<file path="src/rtl/sd_card_spi_responder_assert.svh">
// Assertion macros for the SD card SPI responder.
// Expects clk and arst_n in the scope of use; no other dependencies.
`ifndef SD_CARD_SPI_RESPONDER_ASSERT_SVH
`define SD_CARD_SPI_RESPONDER_ASSERT_SVH

// Consequent holds in the same cycle as the antecedent
`define SDR_ASSERT_SAME(lbl, ante, cons, msg) \
	lbl: assert property (@(posedge clk) disable iff (!arst_n) (ante) |-> (cons)) \
		else $error(msg);

// Consequent holds in the cycle after the antecedent
`define SDR_ASSERT_NEXT(lbl, ante, cons, msg) \
	lbl: assert property (@(posedge clk) disable iff (!arst_n) (ante) |=> (cons)) \
		else $error(msg);

`endif

</file>
<file path="src/rtl/sdr_pkg.sv">
// Shared types and constants for the SD card SPI responder.
// No dependencies; used by the controller, datapath and top level.
`default_nettype none

package sdr_pkg;

	localparam int STORE_ADDR_BITS = 16;
	localparam int BLOCK_BYTES     = 512;
	localparam int WBUF_BYTES      = 514;

	// Frame bytes and response codes
	localparam logic [7:0] START_BIT   = 8'h40;
	localparam logic [7:0] START_CLR   = 8'hBF;
	localparam logic [7:0] DATA_TOKEN  = 8'hFE;
	localparam logic [7:0] RESP_OK     = 8'h00;
	localparam logic [7:0] RESP_IDLE   = 8'h01;
	localparam logic [7:0] RESP_APP    = 8'h02;
	localparam logic [7:0] RESP_WR_OK  = 8'h05;

	// Command indexes
	localparam logic [7:0] CMD_GO_IDLE  = 8'd0;
	localparam logic [7:0] CMD_SEND_OP  = 8'd1;
	localparam logic [7:0] CMD_IF_COND  = 8'd8;
	localparam logic [7:0] CMD_BLOCKLEN = 8'd16;
	localparam logic [7:0] CMD_READ     = 8'd17;
	localparam logic [7:0] CMD_WRITE    = 8'd24;
	localparam logic [7:0] CMD_APP_OP   = 8'd41;
	localparam logic [7:0] CMD_APP      = 8'd55;

	typedef enum logic [2:0] {
		FP_IDLE, FP_ARG1, FP_ARG2, FP_ARG3, FP_ARG4, FP_CRC, FP_WDATA
	} frame_t;

	typedef enum logic [3:0] {
		RP_START, RP_CMD0, RP_CMD1, RP_CMD8, RP_CMD41, RP_CMD16, RP_CMD55,
		RP_CMD17, RP_TOKEN, RP_READING, RP_CMD24, RP_WRESULT
	} resp_t;

	typedef enum logic [1:0] {
		ST_CLEAR, ST_IDLE, ST_MEM, ST_FLUSH
	} ctrl_state_t;

	typedef enum logic [1:0] {
		OSEL_NONE, OSEL_RESP, OSEL_MEM, OSEL_FLUSH
	} out_sel_t;

	typedef struct packed {
		logic     take;
		logic     clear_run;
		logic     flush_run;
		out_sel_t out_sel;
	} cmd_t;

	typedef struct packed {
		logic clear_done;
		logic rd_mem;
		logic rd_flush;
		logic flush_done;
	} sts_t;

endpackage

`default_nettype wire

</file>
<file path="src/rtl/sdr_ctrl.sv">
// Controller state machine of the SD card SPI responder.
// Depends on sdr_pkg for state, command and status types.
`default_nettype none

module sdr_ctrl (
	input  wire logic         clk,
	input  wire logic         arst_n,
	input  wire logic         in_valid,
	input  wire logic         in_command,
	output logic              in_ready,
	input  wire logic         out_ready,
	output logic              out_valid,
	input  wire sdr_pkg::sts_t sts,
	output sdr_pkg::cmd_t     cmd
);
	import sdr_pkg::*;

	ctrl_state_t state_q, state_d;
	logic        out_valid_q;
	logic        take;

	assign in_ready  = (state_q == ST_IDLE) && (!out_valid_q || out_ready);
	assign take      = in_valid && in_ready;
	assign out_valid = out_valid_q;

	// Next state
	always_comb begin
		state_d = state_q;
		case (state_q)
			ST_CLEAR: begin
				if (sts.clear_done) state_d = ST_IDLE;
			end
			ST_IDLE: begin
				if (take && in_command) begin
					if (sts.rd_mem) state_d = ST_MEM;
					else if (sts.rd_flush) state_d = ST_FLUSH;
				end
			end
			ST_MEM: state_d = ST_IDLE;
			ST_FLUSH: begin
				if (sts.flush_done) state_d = ST_IDLE;
			end
			default: state_d = ST_IDLE;
		endcase
	end

	// Datapath commands
	always_comb begin
		cmd = '0;
		cmd.out_sel = OSEL_NONE;
		case (state_q)
			ST_CLEAR: cmd.clear_run = 1'b1;
			ST_IDLE: begin
				cmd.take = take;
				if (take && in_command && !sts.rd_mem && !sts.rd_flush)
					cmd.out_sel = OSEL_RESP;
			end
			ST_MEM: cmd.out_sel = OSEL_MEM;
			ST_FLUSH: begin
				cmd.flush_run = 1'b1;
				if (sts.flush_done) cmd.out_sel = OSEL_FLUSH;
			end
			default: cmd = '0;
		endcase
	end

	// State and result valid
	always_ff @(posedge clk or negedge arst_n) begin
		if (!arst_n) begin
			state_q     <= ST_CLEAR;
			out_valid_q <= 1'b0;
		end else begin
			state_q <= state_d;
			if (cmd.out_sel != OSEL_NONE) out_valid_q <= 1'b1;
			else if (out_ready) out_valid_q <= 1'b0;
		end
	end

endmodule

`default_nettype wire

</file>
<file path="config.mk">
export PLATFORM = sky130hd
export DESIGN_NAME = sdr_ctrl
export DESIGN_NICKNAME = d
export VERILOG_FILES = /design/src/rtl/sd_card_spi_responder_assert.svh /design/src/rtl/sdr_pkg.sv /design/src/rtl/sdr_ctrl.sv
export SDC_FILE = /design/constraint.sdc
export NUM_CORES = 1
export LEC_CHECK = 0
export BUFFER_PORTS_ARGS = -buffer_cell sky130_fd_sc_hd__clkbuf_2
export CORE_AREA = 5 5 42 44
export CTS_BUF_LIST = sky130_fd_sc_hd__clkbuf_8
export DETAILED_ROUTE_END_ITERATION = 12
export DIE_AREA = 0 0 47 49
export PLACE_DENSITY = 0.48
export SLEW_MARGIN = 20
export SYNTH_ARGS = -nofsm -noshare
export SYNTH_HDL_FRONTEND = slang
export SYNTH_SLANG_ARGS = --single-unit
export TNS_END_PERCENT = 20
</file>
<file path="constraint.sdc">
create_clock -name clk -period 1 [get_ports clk]
set_input_delay 0.2 -clock clk [delete_from_list [all_inputs] [get_ports clk]]
set_output_delay 0.2 -clock clk [all_outputs]
set_load 0.01 [all_outputs]
</file>
# ---- After elaboration in Yosys (flattened, before gate mapping)
# Index checks and enable logic that the tools add are counted.
dict set report op_classes {
  eq_ne 7
  n_mux 14
  reduce_logical 13
}
# cell n
set ops {}
lappend ops {{2-bit two-way mux} 6}
lappend ops {{2-bit one-hot mux with 4 select lines} 1}
lappend ops {{1-bit two-way mux} 6}
lappend ops {{2-bit one-hot mux with 3 select lines} 1}
lappend ops {{1-bit logical AND} 5}
lappend ops {{2-bit == test (second input constant)} 2}
lappend ops {{2-bit inequality test (second input constant)} 2}
lappend ops {{4-bit AND reduction} 1}
lappend ops {{2-bit nonzero test} 2}
lappend ops {{1-bit logical NOT} 3}
lappend ops {{3-bit inequality test (second input constant)} 1}
lappend ops {{2-bit by 1-bit == test with 1-bit output (second input constant)} 1}
lappend ops {{2-bit logical NOT} 1}
lappend ops {{2-bit by 1-bit inequality test with 1-bit output (second input constant)} 1}
lappend ops {{1-bit logical OR} 1}
dict set report word_totals {
  regBits 3
  inputBits 9
  output_inout_bits 7
  elab_cells 36
}

# ---- Depth between registers and ports, before layout
dict set report depth {
  word_depth 11
  mapped_depth 3
}

# ---- Worst setup path before layout
# OpenSTA, ideal clock, no wires.
dict set report synth_timing {
  path_kind {register -> output}
  from {register out_valid_q, in the netlist out_valid}
  to {output cmd[0] (netlist name)}
  arrival_time_ps 919
  path_slack_ps -119
  path_stages_with_launch 4
  path_buffers 0
  path_cell_list {dfrtp_1 nand2b_4 and3b_2 a22o_1}
}
# item line
set synth_rtl {}
lappend synth_rtl {{start, declared} sdr_ctrl.sv:19} ;# logic out_valid_q;
lappend synth_rtl {{start signal, assigned} sdr_ctrl.sv:71} ;# out_valid_q <= 1'b0;
lappend synth_rtl {{start signal, assigned} sdr_ctrl.sv:74} ;# if (cmd.out_sel != OSEL_NONE) out_valid_q <= 1'b1;
lappend synth_rtl {{start signal, assigned} sdr_ctrl.sv:75} ;# else if (out_ready) out_valid_q <= 1'b0;
lappend synth_rtl {{end, declared} sdr_ctrl.sv:14} ;# output sdr_pkg::cmd_t cmd

==> impl_metrics.env <==
export IMPL_yosysUniqueCellTypes=16
export IMPL_grt_max_degree=6
export IMPL_chip_height_um=49
export IMPL_floorplan_die_area_um2=2300
export IMPL_cts_inserted_buffers=3
export IMPL_start_kind="flop"
export IMPL_place_congestion=0.720
export IMPL_die_width_um=47
export IMPL_slew_viol_final=0
export IMPL_finalClockSkew_ns=0.00352
export IMPL_outcome="finished, violations left"
export IMPL_slew_headroom_pct=88.5
export IMPL_crit_arrival_ns=1.15
export IMPL_timing_hold_worst_start="sts[2]"
export IMPL_tritoncts="yes"
export IMPL_ports_placed_on_the_boundary=16
export IMPL_insertion_delay_of_the_later_clocked_pin_in_the_worst_skew_pair_ns=0.22
export IMPL_final_hold_viol_count=0
export IMPL_wirelength_um=676
export IMPL_cts_root_buffer="clkbuf_8"
export IMPL_period_share_pct=135
export IMPL_number_of_warnings_reported_in_the_yosys_synthesis_log=0
export IMPL_postSynthCellCount=20
export IMPL_first_pass_grt_wire_length_um=1040
export IMPL_drt_wirelength_per_cell_um=9.94
export IMPL_regToRegEndpoint="state_q[0]"
export IMPL_setup_violations_final=8
export IMPL_cp_slowest_cell="dfrtp_1"
export IMPL_route_vias_total=265
export IMPL_achievable_frequency_mhz=742
export IMPL_critical_path_top_delay_family="flip-flops"
export IMPL_cts_htree_levels=1
export IMPL_instances_no_fill=68
export IMPL_hold_path_class="input port to flop"
export IMPL_p_r_area_growth_vs_syn_pct=130
export IMPL_detail_route_antenna_nets=0
export IMPL_drc_viols=0
export IMPL_grt_antenna_before_repair=0
export IMPL_cts_sinks=3
export IMPL_maxCapViolations=0
export IMPL_synth_seq_area_share_pct=38.0
export IMPL_layout_drive_gt1_share_pct=71.2
export IMPL_floorplan_initialDensity_pct=14.1
export IMPL_gr_total_overflow=0
export IMPL_timing_critical_path_buf_inv=1
export IMPL_rr_startpoint="state_q[0]"
export IMPL_worstSetupPathType="flop to primary output"
export IMPL_highest_ir_drop_seen_on_vdd_mv=0.653
export IMPL_placement_rows=14
export IMPL_port_buffers=15
export IMPL_floorplan_core_area_um2=1400
export IMPL_clkSlewWorstSetupHoldPaths_ns=0.03
export IMPL_violations_in_the_final_reports="negative setup slack"
export IMPL_dr_first_iter_drc_count=5
export IMPL_max_stage_delay_ns=0.38
export IMPL_grt_pass1_vias=248
export IMPL_whs_path_depth=3
export IMPL_worst_endpoint_required_ns=0.80
export IMPL_worst_hold_slack_ns=0.298
export IMPL_finalWorstPathRequiredPeriod_ns=1.35
export IMPL_path_cells="nand2b_4, and3b_2, a22o_1, clkbuf_2"
export IMPL_antennaDiodeCount=0
export IMPL_final_nets=62
export IMPL_layout_common_cells="13 x clkbuf_2, 12 x buf_4, 3 x inv_1, 3 x clkbuf_8, 3 x dfrtp_1"
export IMPL_place_worst_setup_slack_ns=-0.138
export IMPL_hold_end="state_q[0]"
export IMPL_timing_critical_path_to_type="primary output"
export IMPL_r2r_worst_path_cells=4
export IMPL_final_setup_worst_slack_ns=-0.347
export IMPL_count_of_placed_standard_cells_including_taps=61
export IMPL_mostFrequentLayoutCell="clkbuf_2"
export IMPL_grt_setup_unrepaired="true"
export IMPL_mappedNetlistArea_um2=198
export IMPL_tightestPinTransition_ns=0.172
export IMPL_p_per_area_nw_per_um2=1770
export IMPL_synth_seq_cells=3
export IMPL_fin_util_pct=32.4
export IMPL_clock_buffer_depth=2
export IMPL_grt_total_usage_pct=6.84
export IMPL_power_leakage_uw=0.000254
export IMPL_synth_area_per_cell_um2=9.88
export IMPL_synth_nets=29
export IMPL_post_drt_via_cell_ratio=3.90
export IMPL_first_pass_iters=4
export IMPL_cp_max_fo=3
export IMPL_r2r_slack_ns=-0.03
[state kept, by name (all words and copies together), names as in the netlist]
signal	cells
out_valid	1
state_q	2
[kinds of logic after synthesis]
| kind of cell | synth area share, % |
|---|---|
| flops | 38.0 |
| simple gates | 33.5 |
| compound gates | 24.7 |
| buf+inv | 3.80 |
[per-layer routing]
| metal | vias up | track usage (%) | share of wire, % |
|---|---|---|---|
| li1 | 137 | - | - |
| met1 | 108 | 8.37 | 46 |
| met2 | 18 | 7.69 | 35 |
| met3 | 2 | 4.80 | 16 |
| met4 | 0 | 5.53 | 2.8 |
| met5 | - | 0 | 0 |
[per-stage QoR]
step	setup TNS [ns]	instance area (um^2)	total power (uW)
2_1_floorplan	-0.119	198	274
3_3_place_gp	-0.356	368	426
3_5_place_dp	-0.396	368	428
4_1_cts	-1.69	429	797
5_1_grt	-2.09	454	862
6_report	-1.60	454	803
[cells in the mapped netlist]
master | number | share of area, %
nand2_1 | 1 | 1.9
and3b_2 | 1 | 5.1
a21o_2 | 1 | 4.4
a31oi_1 | 1 | 3.2
nor2_1 | 2 | 3.8
o21a_1 | 1 | 3.8
and4bb_1 | 1 | 6.3
and4b_4 | 1 | 7.0
nor3_1 | 1 | 2.5
a22o_1 | 1 | 4.4
a21boi_0 | 1 | 3.8
o21ai_0 | 1 | 2.5
inv_1 | 2 | 3.8
nand2b_4 | 1 | 7.0
a21oi_1 | 1 | 2.5
dfrtp_1 | 3 | 38
[power breakdown]
part / switching (uW) / internal, uW
sequential: 22.7 / 143
combinational: 115 / 174
clock: 85.8 / 262
total: 224 / 580
[final cells by class]
| class | count | area, um^2 |
|---|---|---|
| Clock buffer | 3 | 41.3 |
| Clock inverter | 1 | 3.75 |
| Fill cell | 155 | 947 |
| Inverter | 2 | 7.51 |
| Multi-Input combinational cell | 15 | 125 |
| Sequential cell | 3 | 75.1 |
| Tap cell | 16 | 20.0 |
| Timing Repair Buffer | 28 | 181 |
[how the worst max path moves through the flow]
stage	from	endpoint	cells after the start
after floorplan	out_valid	cmd[0]	3
after global placement	out_valid	cmd[0]	4
after detailed placement	out_valid	cmd[0]	4
after CTS	state_q[0]	cmd[0]	3
after global routing	out_valid	cmd[0]	4
final	out_valid	cmd[0]	4
[tightest hold or removal path, delay by kind of cell]
kind                   cells  cell delay, ns
buffers and inverters      2            0.18
AO/OA/AOI/OAI              1            0.08
[what timing repair did]
action	in CTS	in global routing
pin swaps	1	0
hold endpoints to repair	3	0
hold buffers	1	0
cloned	0	0
buffers inserted	0	2
setup endpoints to repair	7	7
gates resized for setup	3	4
Note: power is estimated with default switching activity, not from simulation.
